<file path="src/rlid_pkg.sv">
`timescale 1ns / 1ps
// ----------------------------------------------------------------------------
// rlid_pkg
// shared types and constants of the run-length image decoder
// ----------------------------------------------------------------------------
package rlid_pkg;

    localparam int LEN_BITS  = 16;
    localparam int BYTE_BITS = 8;
    localparam int CFG_BITS  = 24;

    localparam logic [BYTE_BITS-1:0] FILL_BYTE = 8'hF6;

    // request kinds carried in the input tuser
    typedef enum logic [1:0] {
        REQ_BYTE = 2'd0,
        REQ_EOF  = 2'd1,
        REQ_TICK = 2'd2
    } req_t;

    // decoder phase
    typedef enum logic [2:0] {
        PH_LEN_LO   = 3'd0,
        PH_LEN_HI   = 3'd1,
        PH_REP_BYTE = 3'd2,
        PH_LITERAL  = 3'd3,
        PH_RUN      = 3'd4,
        PH_FILL     = 3'd5,
        PH_STOPPED  = 3'd6
    } phase_t;

    // one input beat as held in the input register
    typedef struct packed {
        logic [1:0]           req;
        logic [BYTE_BITS-1:0] data;
    } item_t;

    // result of one decode step
    typedef struct packed {
        logic                 valid;
        logic [BYTE_BITS-1:0] data;
        logic                 last;
        logic                 corrupt;
    } res_t;

endpackage

</file>
<file path="src/run_length_image_decoder.sv">
`timescale 1ns / 1ps
// ----------------------------------------------------------------------------
// run_length_image_decoder
// streaming decoder for the run-length coded body of a disk image
// ----------------------------------------------------------------------------
// The block takes one beat per clock cycle while the master side takes its
// results, and gives at most one decoded byte per beat, which reaches the master
// side through the input register, the decode step and the result register. The
// rate is set by the one decode step between the registers: the record state
// it updates feeds the very next beat. A beat on
// the slave side is a file byte, an end-of-file mark or a tick; file bytes
// carry the signed little-endian record lengths, literal bytes and repeat
// bytes, while each tick releases one byte of a pending repeat run or of the
// 0xF6 fill that follows an end of file at a record boundary. An end of file
// inside a record but outside a repeat run gives one beat with tuser set and
// data zero, and the block then stays silent until reset. Once the configured
// image size is reached every beat is swallowed; a larger size written later
// resumes decoding. Write the image size only while no beat is in flight.
// Reset leaves nothing to clear beyond the control registers.
// ----------------------------------------------------------------------------
module run_length_image_decoder
    import rlid_pkg::*;
#(
    parameter int POSITION_BITS = 24
)
(
    input  logic        clk,
    input  logic        rst_n,
    // slave side
    input  logic        s_tvalid,
    output logic        s_tready,
    input  logic [7:0]  s_tdata,   // in_byte[7:0]
    input  logic [1:0]  s_tuser,   // req_type[1:0]
    // master side
    output logic        m_tvalid,
    input  logic        m_tready,
    output logic [7:0]  m_tdata,   // out_byte[7:0]
    output logic        m_tlast,   // last_byte
    output logic        m_tuser,   // corrupt
    // image size register
    input  logic        cfg_valid,
    output logic        cfg_ready,
    input  logic [23:0] cfg_data   // image_bytes[23:0]
);

    item_t item;
    res_t  res;
    logic  item_valid;
    logic  out_free;
    logic  advance;

    // the held beat is decoded once the result register can take its result
    assign advance   = item_valid && out_free;
    // size register is always writable
    assign cfg_ready = 1'b1;

    rlid_in_stage u_in (
        .clk        (clk),
        .rst_n      (rst_n),
        .s_tvalid   (s_tvalid),
        .s_tready   (s_tready),
        .s_tdata    (s_tdata),
        .s_tuser    (s_tuser),
        .advance    (advance),
        .item_valid (item_valid),
        .item       (item)
    );

    rlid_core #(
        .POSITION_BITS (POSITION_BITS)
    ) u_core (
        .clk       (clk),
        .rst_n     (rst_n),
        .cfg_write (cfg_valid && cfg_ready),
        .cfg_data  (cfg_data),
        .advance   (advance),
        .item      (item),
        .res       (res)
    );

    rlid_out_stage u_out (
        .clk      (clk),
        .rst_n    (rst_n),
        .advance  (advance),
        .res      (res),
        .free     (out_free),
        .m_tvalid (m_tvalid),
        .m_tready (m_tready),
        .m_tdata  (m_tdata),
        .m_tlast  (m_tlast),
        .m_tuser  (m_tuser)
    );

endmodule

</file>
<file path="src/rlid_in_stage.sv">
`timescale 1ns / 1ps
// ----------------------------------------------------------------------------
// rlid_in_stage
// input register; takes a new beat when empty or when the held one moves on
// ----------------------------------------------------------------------------
module rlid_in_stage
    import rlid_pkg::*;
(
    input  logic       clk,
    input  logic       rst_n,
    input  logic       s_tvalid,
    output logic       s_tready,
    input  logic [7:0] s_tdata,   // in_byte[7:0]
    input  logic [1:0] s_tuser,   // req_type[1:0]
    input  logic       advance,
    output logic       item_valid,
    output item_t      item
);

    logic  valid_reg;
    logic  valid_next;
    item_t item_reg;
    logic  load;

    assign s_tready = !valid_reg || advance;
    assign load     = s_tvalid && s_tready;

    always_comb
    begin
        if (load)
            valid_next = 1'b1;
        else if (advance)
            valid_next = 1'b0;
        else
            valid_next = valid_reg;
    end

    always_ff @(posedge clk or negedge rst_n)
    begin
        if (!rst_n)
            valid_reg <= 1'b0;
        else
            valid_reg <= valid_next;
    end

    always_ff @(posedge clk)
    begin
        if (load)
        begin
            item_reg.req  <= s_tuser;
            item_reg.data <= s_tdata;
        end
    end

    assign item_valid = valid_reg;
    assign item       = item_reg;

endmodule

</file>
<file path="src/rlid_core.sv">
`timescale 1ns / 1ps
// ----------------------------------------------------------------------------
// rlid_core
// record decoder state and the single-step decode of one beat
// ----------------------------------------------------------------------------
module rlid_core
    import rlid_pkg::*;
#(
    parameter int POSITION_BITS = 24
)
(
    input  logic                clk,
    input  logic                rst_n,
    input  logic                cfg_write,
    input  logic [CFG_BITS-1:0] cfg_data,
    input  logic                advance,
    input  item_t               item,
    output res_t                res
);

    localparam int CW = (POSITION_BITS > CFG_BITS) ? POSITION_BITS : CFG_BITS;

    phase_t                   phase_reg, phase_next;
    logic [BYTE_BITS-1:0]     length_low_reg, length_low_next;
    logic [LEN_BITS-1:0]      run_remaining_reg, run_remaining_next;
    logic [BYTE_BITS-1:0]     run_value_reg, run_value_next;
    logic [POSITION_BITS-1:0] write_position_reg, write_position_next;
    logic [CFG_BITS-1:0]      image_bytes_reg;

    logic [CW-1:0]            img_ext;
    logic [CW-1:0]            max_ext;
    logic [CW-1:0]            limit_ext;
    logic [POSITION_BITS-1:0] limit;
    logic [POSITION_BITS-1:0] pos_inc;
    logic [LEN_BITS-1:0]      len;
    logic [LEN_BITS-1:0]      rem_dec;
    logic                     active;
    logic                     emit;
    req_t                     req;

    // image size clipped to what the position counter can hold
    assign img_ext   = CW'(image_bytes_reg);
    assign max_ext   = CW'({POSITION_BITS{1'b1}});
    assign limit_ext = (img_ext < max_ext) ? img_ext : max_ext;
    assign limit     = limit_ext[POSITION_BITS-1:0];

    assign active  = (phase_reg != PH_STOPPED) && (write_position_reg < limit);
    assign req     = req_t'(item.req);
    assign len     = {item.data, length_low_reg};
    assign rem_dec = run_remaining_reg - LEN_BITS'(1);
    assign pos_inc = write_position_reg + POSITION_BITS'(1);

    // next phase
    always_comb
    begin
        phase_next = phase_reg;
        if (active)
        begin
            unique case (phase_reg)
                PH_LEN_LO:
                begin
                    if (req == REQ_BYTE)
                        phase_next = PH_LEN_HI;
                    else if (req == REQ_EOF)
                        phase_next = PH_FILL;
                end
                PH_LEN_HI:
                begin
                    if (req == REQ_BYTE)
                    begin
                        if (len == '0)
                            phase_next = PH_LEN_LO;
                        else if (len[LEN_BITS-1])
                            phase_next = PH_REP_BYTE;
                        else
                            phase_next = PH_LITERAL;
                    end
                    else if (req == REQ_EOF)
                        phase_next = PH_STOPPED;
                end
                PH_REP_BYTE:
                begin
                    if (req == REQ_BYTE)
                        phase_next = PH_RUN;
                    else if (req == REQ_EOF)
                        phase_next = PH_STOPPED;
                end
                PH_LITERAL:
                begin
                    if (req == REQ_BYTE)
                    begin
                        if (rem_dec == '0)
                            phase_next = PH_LEN_LO;
                    end
                    else if (req == REQ_EOF)
                        phase_next = PH_STOPPED;
                end
                PH_RUN:
                begin
                    if (req == REQ_TICK && rem_dec == '0)
                        phase_next = PH_LEN_LO;
                end
                PH_FILL:    phase_next = PH_FILL;
                PH_STOPPED: phase_next = PH_STOPPED;
                default:    phase_next = phase_reg;
            endcase
        end
    end

    // datapath and result
    always_comb
    begin
        length_low_next    = length_low_reg;
        run_remaining_next = run_remaining_reg;
        run_value_next     = run_value_reg;
        emit               = 1'b0;
        res                = '0;
        if (active)
        begin
            unique case (phase_reg)
                PH_LEN_LO:
                begin
                    if (req == REQ_BYTE)
                        length_low_next = item.data;
                end
                PH_LEN_HI:
                begin
                    if (req == REQ_BYTE)
                        run_remaining_next = len[LEN_BITS-1] ? (~len + LEN_BITS'(1)) : len;
                    else if (req == REQ_EOF)
                    begin
                        res.valid   = 1'b1;
                        res.corrupt = 1'b1;
                    end
                end
                PH_REP_BYTE:
                begin
                    if (req == REQ_BYTE)
                        run_value_next = item.data;
                    else if (req == REQ_EOF)
                    begin
                        res.valid   = 1'b1;
                        res.corrupt = 1'b1;
                    end
                end
                PH_LITERAL:
                begin
                    if (req == REQ_BYTE)
                    begin
                        run_remaining_next = rem_dec;
                        emit               = 1'b1;
                        res.data           = item.data;
                    end
                    else if (req == REQ_EOF)
                    begin
                        res.valid   = 1'b1;
                        res.corrupt = 1'b1;
                    end
                end
                PH_RUN:
                begin
                    if (req == REQ_TICK)
                    begin
                        run_remaining_next = rem_dec;
                        emit               = 1'b1;
                        res.data           = run_value_reg;
                    end
                end
                PH_FILL:
                begin
                    if (req == REQ_TICK)
                    begin
                        emit     = 1'b1;
                        res.data = FILL_BYTE;
                    end
                end
                PH_STOPPED: emit = 1'b0;
                default:    emit = 1'b0;
            endcase
        end
        if (emit)
        begin
            res.valid = 1'b1;
            res.last  = (pos_inc >= limit);
        end
        write_position_next = emit ? pos_inc : write_position_reg;
    end

    always_ff @(posedge clk or negedge rst_n)
    begin
        if (!rst_n)
        begin
            phase_reg          <= PH_LEN_LO;
            length_low_reg     <= '0;
            run_remaining_reg  <= '0;
            run_value_reg      <= '0;
            write_position_reg <= '0;
        end
        else if (advance)
        begin
            phase_reg          <= phase_next;
            length_low_reg     <= length_low_next;
            run_remaining_reg  <= run_remaining_next;
            run_value_reg      <= run_value_next;
            write_position_reg <= write_position_next;
        end
    end

    always_ff @(posedge clk or negedge rst_n)
    begin
        if (!rst_n)
            image_bytes_reg <= '0;
        else if (cfg_write)
            image_bytes_reg <= cfg_data;
    end

endmodule

</file>
<file path="src/rlid_out_stage.sv">
`timescale 1ns / 1ps
// ----------------------------------------------------------------------------
// rlid_out_stage
// result register toward the master side
// ----------------------------------------------------------------------------
module rlid_out_stage
    import rlid_pkg::*;
(
    input  logic       clk,
    input  logic       rst_n,
    input  logic       advance,
    input  res_t       res,
    output logic       free,
    output logic       m_tvalid,
    input  logic       m_tready,
    output logic [7:0] m_tdata,   // out_byte[7:0]
    output logic       m_tlast,
    output logic       m_tuser    // corrupt
);

    logic valid_reg;
    logic valid_next;
    logic load;
    logic [BYTE_BITS-1:0] data_reg;
    logic last_reg;
    logic corrupt_reg;

    assign free = !valid_reg || m_tready;
    assign load = advance && res.valid;

    always_comb
    begin
        if (load)
            valid_next = 1'b1;
        else if (m_tready)
            valid_next = 1'b0;
        else
            valid_next = valid_reg;
    end

    always_ff @(posedge clk or negedge rst_n)
    begin
        if (!rst_n)
            valid_reg <= 1'b0;
        else
            valid_reg <= valid_next;
    end

    always_ff @(posedge clk)
    begin
        if (load)
        begin
            data_reg    <= res.data;
            last_reg    <= res.last;
            corrupt_reg <= res.corrupt;
        end
    end

    assign m_tvalid = valid_reg;
    assign m_tdata  = data_reg;
    assign m_tlast  = last_reg;
    assign m_tuser  = corrupt_reg;

endmodule

</file>
<file path="config.mk">
export PLATFORM = sky130hd
export DESIGN_NAME = run_length_image_decoder
export DESIGN_NICKNAME = d
export VERILOG_FILES = /design/src/rlid_pkg.sv /design/src/run_length_image_decoder.sv /design/src/rlid_in_stage.sv /design/src/rlid_core.sv /design/src/rlid_out_stage.sv
export SDC_FILE = /design/constraint.sdc
export NUM_CORES = 1
export LEC_CHECK = 0
export ABC_AREA = 0
export BUFFER_PORTS_ARGS = -buffer_cell sky130_fd_sc_hd__buf_2
export CAP_MARGIN = 20
export CORE_ASPECT_RATIO = 1.5
export CORE_UTILIZATION = 65
export DETAILED_ROUTE_END_ITERATION = 10
export PLACE_DENSITY = 0.94
export SYNTH_ARGS = -nofsm -noshare
export SYNTH_HDL_FRONTEND = slang
export SYNTH_SLANG_ARGS = --single-unit
export TNS_END_PERCENT = 100
</file>
<file path="constraint.sdc">
create_clock -name clk -period 6.7 [get_ports clk]
set_clock_uncertainty 0.15 [all_clocks]
set_input_delay 0.335 -clock clk [delete_from_list [all_inputs] [get_ports clk]]
set_output_delay 0.335 -clock clk [all_outputs]
set_load 0.05 [all_outputs]
</file>
Yosys cells after proc, flatten, opt, wreduce, memory -nomap -nowiden
Index checks and enable logic that the tools add are counted.

Register bits: 105. Input bits: 39. Output and inout bits: 13. Logic and storage cells: 93.

$add $sub $neg: 3. $lt $le $gt $ge: 3. Equal/unequal tests: 15. Multiplexer cells: 34. Bitwise operators: 1. Reductions and logical operators: 24.

Operator list (count): $mux W16 (4); $pmux W16 S3 (1); $logic_not A16 Y1 (2); $mux W3 (9); $add A24 B1 Y24 const B (1); $ge A24 B24 Y1 (1); $lt A24 B24 Y1 (1); $lt A24 B24 Y1 const B (1); $mux W24 (1); $mux W8 (3); $pmux W8 S3 (1); $pmux W3 S7 (1); $add A16 B1 Y16 const B (1); $not A16 Y16 (1); $sub A16 B1 Y16 const B (1); $mux W1 (12); $reduce_and A6 Y1 (2); $eq A3 B3 Y1 const B (3); $mux W9 (1); $ne A2 B1 Y1 const B (4); $reduce_and A4 Y1 (2); $reduce_bool A7 Y1 (1); $eq A3 B2 Y1 const B (2); $ne A3 B3 Y1 const B (2); 15 further kinds (22).

Depth between registers and ports, before layout
Gate-level depths: netlist of the first run.

Word-level depth: 8. Depth in mapped cells: 14. Gate-level depth less buffers: 14.

Hierarchy
From an unflattened synthesis of the first run, not the netlist that was laid out.

Cells, all modules: 693. Area, all modules: 6627.6 um^2.

By module, submodules not included: rlid_core (instances 1, cells an instance 661, area each 5903.2 um^2, sequential area each 2077.0 um^2); rlid_in_stage (instances 1, cells an instance 14, area each 354.1 um^2, sequential area each 325.3 um^2); rlid_out_stage (instances 1, cells an instance 15, area each 352.8 um^2, sequential area each 325.3 um^2); run_length_image_decoder (instances 1, cells an instance 3, area each 17.5 um^2, sequential area each 0.0 um^2).

Worst setup path before layout of the first run
No wires, ideal clock.

Kind: register to register. Start point: register u_core.write_position_reg[0]. End point: register u_out.last_reg (netlist: u_out.m_tlast) (data pin). Setup time: 270 ps. Arrival: 2975 ps. Data required time: 6280 ps. Slack: 3305 ps. Stages on the path, launching flop included: 13. Period minus slack after synthesis: 3395 ps. Cells stage by stage: dfrtp_1 ha_1 and4_1 nor4b_1 nand4_1 xnor2_1 ha_1 a21o_1 a21oi_1 nor2_1 a2111oi_0 o21a_1 a311oi_1.

Elaborated cells on any way between the ends: 5. Those cells by class: add/sub: 1; order compare: 2; mux: 1; reduce/logical: 1.

RTL lines: from (decl) (line rlid_core.sv:27) `logic [POSITION_BITS-1:0] write_position_reg, write_position_next;`; from (signal assigned) (line rlid_core.sv:205) `write_position_reg <= write_position_next;`; $add A24 B1 Y24 (line rlid_core.sv:51) `assign pos_inc = write_position_reg + POSITION_BITS'(1);`; named net u_core.pos_inc[18] (line rlid_core.sv:34) `logic [POSITION_BITS-1:0] pos_inc;`; $ge A24 B24 Y1 (line rlid_core.sv:184) `res.last = (pos_inc >= limit);`; to (signal assigned) (line rlid_out_stage.sv:54) `last_reg <= res.last;`; to (decl) (line rlid_out_stage.sv:25) `logic last_reg;`.

The timed path passes the listed nets, and every way through them passes these cells. A chain may end at the register's enable or synchronous reset.

Worst setup path after layout of the first run
Start point: register u_core.write_position_reg[13]. End point: register u_core.run_remaining_reg[13].

Cells in the longest elaborated chain, start to end: 3.

RTL lines: $lt A24 B24 Y1 (line rlid_core.sv:47) `assign active = (phase_reg != PH_STOPPED) && (write_position_reg < limit);`; $logic_and A1 B1 Y1 (line rlid_core.sv:47); $reduce_and A6 Y1 (no source line); to (signal assigned) (line rlid_core.sv:203) `run_remaining_reg <= run_remaining_next;`; to (decl) (line rlid_core.sv:25) `logic [LEN_BITS-1:0] run_remaining_reg, run_remaining_next;`.

No other way between the ends.

==> results of run 1 <==
[cell families after synthesis]
kind of cell             after synthesis
multiplexers                          18
other                                  1
buffers and inverters                 66
adder cells (fa/ha/maj)               50
flip-flops                           105
AND/OR/NAND/NOR                      221
AO/OA/AOI/OAI                        162
XOR/XNOR                              63
[cells in the mapped netlist, types with 5 or more instances]
cell type | count | share of area (%)
dfrtp_1 | 85 | 33
o21ai_0 | 70 | 5.4
nand2_1 | 60 | 3.4
nor2_1 | 55 | 3.2
ha_1 | 48 | 9.2
inv_1 | 38 | 2.2
xnor2_1 | 34 | 4.6
a21oi_1 | 33 | 2.5
xor2_1 | 29 | 3.9
clkbuf_1 | 24 | 1.4
nand3_1 | 21 | 1.6
edfxtp_1 | 20 | 9.2
mux2_2 | 18 | 3.1
nand4_1 | 15 | 1.4
nor3_1 | 14 | 1.1
and3_1 | 7 | 0.67
a31oi_1 | 5 | 0.48
nand2b_1 | 5 | 0.48
nor4_1 | 5 | 0.48
[metal layers]
metal / up-vias / global-route usage, % / wire (um)
met5: - / 0 / 0
met3: 92 / 5.70 / 923
li1: 2542 / - / -
met2: 303 / 59.1 / 8670
met1: 2680 / 32.7 / 5750
met4: 0 / 19.1 / 933
[metrics by stage]
step	total power, mW	hold slack [ns]	worst slack (ns)	util [%]	cell area (um^2)
floorplan	1.56	-0.111	3.31	-	6540
global placement	1.73	0.333	3.00	70.1	6830
detailed placement	1.78	0.341	2.90	70.1	6830
CTS	2.33	0.00122	2.83	74.0	7220
global route	2.49	0.000472	2.53	74.5	7260
finish	2.36	0.00125	2.78	74.5	7260
[layout make-up]
cell class | count | area, um^2 | area share (%)
clock buffers | 9 | 225 | 3.10
clock inverters | 7 | 93.8 | 1.29
inverters | 38 | 143 | 1.96
multi-input cells | 515 | 3550 | 48.9
flip-flops and latches | 105 | 2730 | 37.6
well taps | 115 | 144 | 1.98
repair buffers | 61 | 378 | 5.20
[how the worst min path moves through the flow]
stage                                  from                           end  slack [ns]
3_3_place_gp   u_core.run_remaining_reg[15]  u_core.run_remaining_reg[15]        0.33
2_1_floorplan                         rst_n     u_core.image_bytes_reg[0]       -0.11
3_5_place_dp   u_core.run_remaining_reg[15]  u_core.run_remaining_reg[15]        0.34
6_report                         s_tdata[7]                  u_in.item[7]       0.001
4_1_cts                          s_tdata[7]                  u_in.item[7]       0.001
5_1_grt                          s_tdata[7]                  u_in.item[7]      0.0005
[cell usage in the layout, fill, tap and decap left out, drive strengths merged, types with 5 or more instances in the layout]
master and count:
ha 48, and3 7, nand2 61, nand4 15
nor4 8, nor2 56, a21oi 33, nand2b 5
mux2 18, nor3 14, xnor2 34, clkbuf 9
nand3 22, xor2 29, clkinv 5, inv 40
o21ai 70, buf 52, dfrtp 85, a31oi 5
dlygate4sd3 9, edfxtp 20
[power by group through the flow]
stage	registers (mW)	clock network, mW	logic, mW
2_1_floorplan	0.942	0	0.618
3_3_place_gp	0.969	0	0.759
3_5_place_dp	0.984	0	0.799
4_1_cts	0.974	0.546	0.811
5_1_grt	1.00	0.574	0.910
6_report	0.985	0.546	0.831
==> flow_summary.ini, run 1 <==
[timing]
fmax_mhz = 255
setup_tns_ns = 0
hold_violations = 0
setup-violations-final = 0
rsz0062_at_grt = false
period_share_pct = 58.5
slew_headroom_pct = 32.2
tightest_slew_ns = 1.01
slew_violations = 0
final.min_clock_period_ns = 3.92

[clock_network]
cts_made_buffers = 9
cts_resized = 0
cts_hold_buf = 7
clk_path_buf_depth = 2
htreeDepth = 3
clkSlewWorstSetupHoldPaths_ns = 0.08
insertion_delay_ns = 0.36
numClockSinks = 105
root_buffer = clkbuf_16
cts_tree = yes
postCtsSetupRepairBufs = 0

[logic_synthesis]
syn_area_mm2 = 0.00654
synth_ff_type = dfrtp_1
synthAdderAreaFrac_pct = 9.51
synth_mux_area_share_pct = 3.10
synth-simple-area-share_pct = 17.8
postSynth.asyncResetShare_pct = 81.0
yosysWarnings = 0
synth_edf_count = 20
synthesis.nets = 773
synth_cell_types = 63
netlist_instances = 686
avgSynthCellArea_um2 = 9.53
ys_seq_area_share_pct = 41.7
synth_compound_area_share_pct = 15.4
synth-xor-area-share_pct = 8.44
ys_ff_latch = 105
synth_top_family_by_area = simple AND/OR/NAND/NOR gates

[power]
power_leakage_nw = 3.33
p_per_area_mw_per_mm2 = 325
clkPwrFrac_pct = 23.1
switching_power_mw = 0.977
switching_share_pct = 41.4
p_int_mw = 1.38
power_frac_seq_pct = 41.7
irDropWorstVdd_mv = 0.263
comb_power_share_pct = 35.2

[routing]
avgRoutedWirePerCell_um = 19.1
first_pass_iters = 10
vias = 5617
ant_nets = 0
drt_wl_total_um = 16300
vias_per_cell = 6.61
drt_iter0_markers = 413
drc = 7

[worst_setup_path]
critical_path_class = reg -> reg
cp_num_buf_inv = 0
regToRegEndpoint = u_core.run_remaining_reg[13]
worstSetupStartpointType = flip-flop
path_depth = 8
r2r-start = u_core.write_position_reg[13]
critical-path-max-stage-delay_ns = 0.90
slowest_stage = nand3_1
end_kind = flip-flop
crit_required_ns = 6.76
cp_top_family = simple AND/OR/NAND/NOR gates
crit_end = u_core.run_remaining_reg[13]
r2r_slack_ns = 2.78
crit_start = u_core.write_position_reg[13]
r2r_cells = 8
crit_arrival_ns = 3.98
critPathMostFrequentCell = o21ai_0
path_max_fanout = 32
crit_path_cell_trace = ha_1 -> a211oi_1 -> nor2_1 -> o31ai_1 -> nor4b_4 -> nand3_1 -> o21ai_0 -> o21ai_0

[placement]
place_congestion = 0.955
dp_cells = 824
hpwl_um = 11100
io_buffers = 50

[global_routing]
grt_max_degree = 86
grt_use_total_pct = 31.9
overflow = 0
grt_pass1_wl_um = 26400
first_global_vias = 5707
antenna_found_initial = 0

[min_path]
min_path_cells = 1
min_path_type = in -> reg

[die]
initial_utilization_pct = 67.1
die_w_um = 83.9
core_mm2 = 0.00974
dieHeight_um = 125
num_rows = 44
pin_count = 52
dieArea_mm2 = 0.0105

[layout]
n_antenna_cell = 0
nNetsFinal = 817
fillers = 636
layout.cells.non_filler = 850
drive_gt1_share_pct = 13.7
synthToLayoutAreaGrowth_pct = 11.1

[status]
violations = DRC
status = finished, violations left

[flow_run]
drv_cap = 0
Power figures use the tool's default switching activity.
==> inputs of run 2 (changes only) <==
- ABC_AREA: 0 -> 1
- CORE_UTILIZATION: 65 -> 55
- PLACE_DENSITY: 0.94 -> 0.86
- clock period: 6.7 -> 3.4 ns (I/O delays scaled with it)
==> run 2 against run 1 <==
  * The flow now finishes without violations
  * Setup slack got worse by 2.7 ns
  * Power increased by 120%
  * Synthesized area increased by 4.0%
  * Sequential share of layout area decreased by 3.1 points
  * Sequential power increased by 87%
  * Non-clock buffer count increased by 36
  * Critical path type unchanged
  * Highest routed layer unchanged
==> flow_summary.ini, run 2 <==
[logic_synthesis]
ys_top_cells_by_count = nand2_1, inv_1, dfrtp_1
synth_top_area_share_pct = 31.3
ys_ff_latch = 105
synth.area.top_cells = dfrtp_1, nand2_1, edfxtp_1
syn_area_mm2 = 0.00680
yosysWarnings = 0
synth_edf_count = 20
yosysTopAreaCell = dfrtp_1
postSynth.asyncResetShare_pct = 81.0
netlist_instances = 859
avgSynthCellArea_um2 = 7.92
ys_seq_area_share_pct = 40.1
synthesis.nets = 946
synth_ff_type = dfrtp_1
yosysMostFrequentCell = nand2_1
synth_cell_types = 52

[clock_network]
cts_tree = yes
root_buffer = clkbuf_16
insertion_delay_ns = 0.36
htreeDepth = 3
clkSlewWorstSetupHoldPaths_ns = 0.07
cts_made_buffers = 9
numClockSinks = 105
clk_path_buf_depth = 2

[routing]
drt_wl_total_um = 17400
first_pass_iters = 5
avgRoutedWirePerCell_um = 15.7
vias = 6239
ant_nets = 0
vias_per_cell = 5.65
drt_iter0_markers = 393
drc = 0

[die]
dieHeight_um = 138
initial_utilization_pct = 56.6
dieArea_mm2 = 0.0128
core_mm2 = 0.0120
die_w_um = 92.8
pin_count = 52
num_rows = 49

[worst_setup_path]
crit_path_cell_trace = ha_2 -> nand2_1 -> nor2_4 -> nand2_1 -> nor3b_2 -> nand3_2 -> nor2_4 -> xor2_1 -> inv_1 -> ha_1 -> nand2_2 -> nor2_1 -> a211oi_1 -> o221a_2 -> nand4_1 -> nand2_1 -> inv_1
critPathMostFrequentCell = nand2_1
slowest_stage = dfrtp_1
end_kind = flip-flop
critical_path_class = reg -> reg
worstSetupStartpointType = flip-flop
critical-path-max-stage-delay_ns = 0.41
r2r-start = u_core.write_position_reg[1]
crit_required_ns = 3.36
crit_start = u_core.write_position_reg[1]
path_max_fanout = 4
crit_arrival_ns = 3.24

[placement]
hpwl_um = 11800
pre_cts_slack_ns = 0.183
place_congestion = 0.902
dp_cells = 1046
io_buffers = 50

[timing]
final.min_clock_period_ns = 3.27
period_share_pct = 96.3
slew_headroom_pct = 54.0
setup_slack_ns = 0.126
hold_violations = 0
slew_violations = 0
setup-violations-final = 0
tightest_slew_ns = 0.691
fmax_mhz = 305

[min_path]
hp-start = m_tready
min_path_type = in -> reg

[flow_run]
drv_cap = 0

[global_routing]
grt_max_degree = 84
grt_use_total_pct = 28.1
met1_usage_pct = 28.7
use_met3_pct = 4.40
grtUsageMet2_pct = 52.0
grt_pass1_wl_um = 28700
overflow = 0
antenna_found_initial = 0
first_global_vias = 6376
top_usage_layer = met2

[status]
status = completed

[layout]
nNetsFinal = 1034
n_antenna_cell = 0
fillers = 915
layout_common_cells = nand2_1, inv_1, dfrtp_1
post-route-util_pct = 65.9
layout_commonest_cell = nand2_1
layout.cells.non_filler = 1105
drive_gt1_share_pct = 12.6
synthToLayoutAreaGrowth_pct = 16.5

[power]
irDropWorstVdd_mv = 0.359
fin_total_pwr_mw = 5.08
power_leakage_nw = 3.96
p_per_area_mw_per_mm2 = 641
-- run 2: final timing paths --
path                                               endpoint  slack (ns)  cells after the start
worst max-delay path                          u_out.m_tlast        0.13                     17
worst min-delay path                         u_out.m_tvalid        0.02                      4
worst max register to register                u_out.m_tlast        0.13                     17
worst min register to register     u_core.length_low_reg[3]        0.34                      2
max in group asynchronous       u_core.run_remaining_reg[5]        2.31                      4
min in group asynchronous           u_core.run_value_reg[3]        0.11                      2
-- run 2: cell families (layout without fill, tap and decap cells) --
logic type / Yosys count / in the layout / share of synthesized area [%]
xor gates and xnor gates: 38 / 38 / 4.90
adders and majority gates: 48 / 48 / 8.83
DFF: 105 / 105 / 40.1
and+or+nand+nor: 390 / 390 / 25.2
buffers and inverters: 133 / 226 / 8.28
AOI/OAI and AO/OA: 142 / 142 / 12.3
muxes: 2 / 2 / 0.313
other: 1 / 1 / 0.0552
-- run 2: worst max-delay path, delay by kind of cell (launching register included) --
kind                     cells  cell delay [ns]
AO/OA/AOI/OAI                2             0.41
XOR/XNOR                     1             0.21
adder cells (fa/ha/maj)      2             0.52
buffers and inverters        2             0.11
flip-flops                   1             0.41
AND/OR/NAND/NOR             10             1.24
-- run 2: what timing repair did --
item / CTS / global route
gates resized for setup: 0 / 11
endpoints found under the setup margin: 0 / 1
hold buffers: 37 / 0
setup buffers: 0 / 5
endpoints found under the hold margin: 117 / 0
-- run 2: power breakdown --
group	switching, mW	internal (mW)
Sequential	0.268	1.57
Clock	0.509	0.579
Combinational	1.40	0.754
Total	2.17	2.90
-- run 2: through the flow --
stage	cell area [um^2]	hold slack (ns)	TNS, ns
finish	7920	0.0244	0
global route	7920	0.0460	-0.0829
CTS	7810	0.0101	0
detailed placement	7140	0.198	0
global placement	7140	0.198	0
floorplan	6800	-0.276	0
-- run 2: cell type report --
class	instances	area [um^2]	area share, %
Clock buffer	9	225	2.84
Clock inverter	7	76.3	0.963
Inverter	113	432	5.45
Multi-Input combinational cell	621	3550	44.8
Sequential cell	105	2730	34.5
Tap cell	153	191	2.42
Timing Repair Buffer	97	718	9.07
-- run 2: per-layer routing --
metal / routed length, um / share of wire [%] / up-vias
met5: 0 / 0 / -
met4: 1190 / 6.8 / 0
met3: 766 / 4.4 / 110
met2: 9190 / 53 / 268
met1: 6230 / 36 / 2870
li1: - / - / 2991
==> inputs of run 3 (changes only) <==
- PLACE_DENSITY: 0.86 -> 0.82
==> run 3 against run 2 <==
  * Combinational power is 3% lower
  * Final cell count stayed put
  * Highest routed layer unchanged
  * Via count is 2.6% lower
  * Hold slack better by 0.045 ns
  * Register-to-register slack hardly changed
  * Maximum frequency hardly changed
  * Power is 1.6% lower
  * Setup slack hardly changed
  * Clock-buffer cell count is 1 higher
  * Design area is 0.21% higher
  * Largest cell class unchanged
  * Sequential power hardly changed
  * Largest power group unchanged
==> flow_summary.ini, run 3 (synthesis gave the netlist of run 2 again) <==
[status]
status = completed

[clock_network]
root_buffer = clkbuf_16
clkSlewWorstSetupHoldPaths_ns = 0.07
cts_made_buffers = 9
numClockSinks = 105
htreeDepth = 3
cts_tree = yes
clk_path_buf_depth = 2
insertion_delay_ns = 0.35

[worst_setup_path]
crit_end = u_out.m_tlast
end_kind = flip-flop
cp_num_buf_inv = 2
regToRegEndpoint = u_out.m_tlast
crit_path_cell_trace = ha_2 -> nand2_2 -> nor2_4 -> nand2_2 -> nor3b_4 -> nand3_2 -> nor2_4 -> nand3_2 -> xor2_2 -> inv_1 -> ha_1 -> nand4_1 -> nor3_2 -> nand3_1 -> nand4_1 -> nand2_1 -> inv_1
r2r_slack_ns = 0.13
path_depth = 17
r2r_cells = 17
slowest_stage = dfrtp_1
worstSetupStartpointType = flip-flop
crit_required_ns = 3.48
r2r-start = u_core.write_position_reg[1]
path_max_fanout = 4
cp_top_family = simple AND/OR/NAND/NOR gates
critical_path_class = reg -> reg
crit_arrival_ns = 3.35
critical-path-max-stage-delay_ns = 0.42
crit_start = u_core.write_position_reg[1]

[global_routing]
grt_max_degree = 70
grt_use_total_pct = 26.9
first_global_vias = 6010
antenna_found_initial = 0
overflow = 0
grt_pass1_wl_um = 27300

[die]
pin_count = 52
dieHeight_um = 138
dieArea_mm2 = 0.0128
core_mm2 = 0.0120
die_w_um = 92.8
num_rows = 49
initial_utilization_pct = 56.6

[layout]
design_area_mm2 = 0.00794
n_antenna_cell = 0
fillers = 978
drive_gt1_share_pct = 13.0
layout_commonest_cell = nand2_1
layout_common_cells = nand2_1, inv_1, dfrtp_1
nNetsFinal = 1034
synthToLayoutAreaGrowth_pct = 16.8

[placement]
placed_area_mm2 = 0.00715
io_buffers = 50
hpwl_um = 12100
place_congestion = 0.884

[timing]
fmax_mhz = 305
tightest_slew_ns = 0.938
hold_violations = 0
slew_headroom_pct = 37.4
setup-violations-final = 0
period_share_pct = 96.3
final.min_clock_period_ns = 3.27
slew_violations = 0
setup_tns_ns = 0

[power]
power_leakage_nw = 3.97
irDropWorstVdd_mv = 0.294
p_per_area_mw_per_mm2 = 630

[routing]
vias_per_cell = 5.50
ant_nets = 0
drt_iter0_markers = 238
drc = 0
drt_wl_total_um = 16700
vias = 6077
first_pass_iters = 4
avgRoutedWirePerCell_um = 15.1

[min_path]
min_path_type = in -> reg

[flow_run]
drv_cap = 0
run 3: per-stage QoR:
stage	instances	hold slack [ns]	power [mW]	setup WS [ns]	util, %
after CTS	1100	0.0109	4.96	0.0118	65.1
after global placement	1047	0.198	3.78	0.290	59.5
final	1105	0.0697	5.00	0.126	66.1
after floorplan	859	-0.276	3.36	0.460	-
after detailed placement	1047	0.198	3.84	0.142	59.5
after global routing	1105	0.0755	5.37	-0.0527	66.1
run 3: power by group:
part / switching (mW) / total [mW] / internal (mW)
logic: 1.34 / 2.09 / 0.751
clock network: 0.495 / 1.08 / 0.581
registers: 0.258 / 1.83 / 1.57
run 3: worst register-to-register path, stage by stage, from the launching register on:
cell     delay (ns)
dfrtp_1        0.42
ha_2           0.21
nand2_2        0.07
nor2_4         0.15
nand2_2        0.10
nor3b_4        0.24
nand3_2        0.18
nor2_4         0.19
nand3_2        0.11
xor2_2         0.16
inv_1          0.09
ha_1           0.30
nand4_1        0.12
nor3_2         0.25
nand3_1        0.12
nand4_1        0.16
nand2_1        0.07
inv_1          0.05
run 3: worst min-delay path by stage:
stage	startpoint	end	slack (ns)	cells after the start
floorplan	rst_n	u_core.image_bytes_reg[0]	-0.28	0
global placement	s_tdata[2]	u_in.item[2]	0.20	1
detailed placement	s_tdata[1]	u_in.item[1]	0.20	1
CTS	m_tready	u_out.m_tvalid	0.01	4
global route	m_tready	u_out.m_tvalid	0.08	4
finish	m_tready	u_out.m_tvalid	0.07	4
run 3: per-layer routing:
layer  wire, um  vias up  GRT usage, %
met3        489       53          4.62
met2       9250      142          50.9
li1           -     2988             -
met5          0        -             0
met4        742        0          14.4
met1       6250     2894          27.2
run 3: layout make-up:
class	count	area (um^2)	area share, %
clock inverter	6	73.8	0.930
multi-input combinational	621	3590	45.2
inverter	113	432	5.44
sequential	105	2730	34.4
timing repair buffer	97	698	8.79
clock buffer	10	229	2.88
tap	153	191	2.41
run 3: timing repair:
action / 4_1_cts / 5_1_grt
hold buffers: 37 / 0
setup endpoints to repair: 0 / 1
resized for setup: 0 / 15
buffers inserted: 0 / 5
hold endpoints to repair: 103 / 0
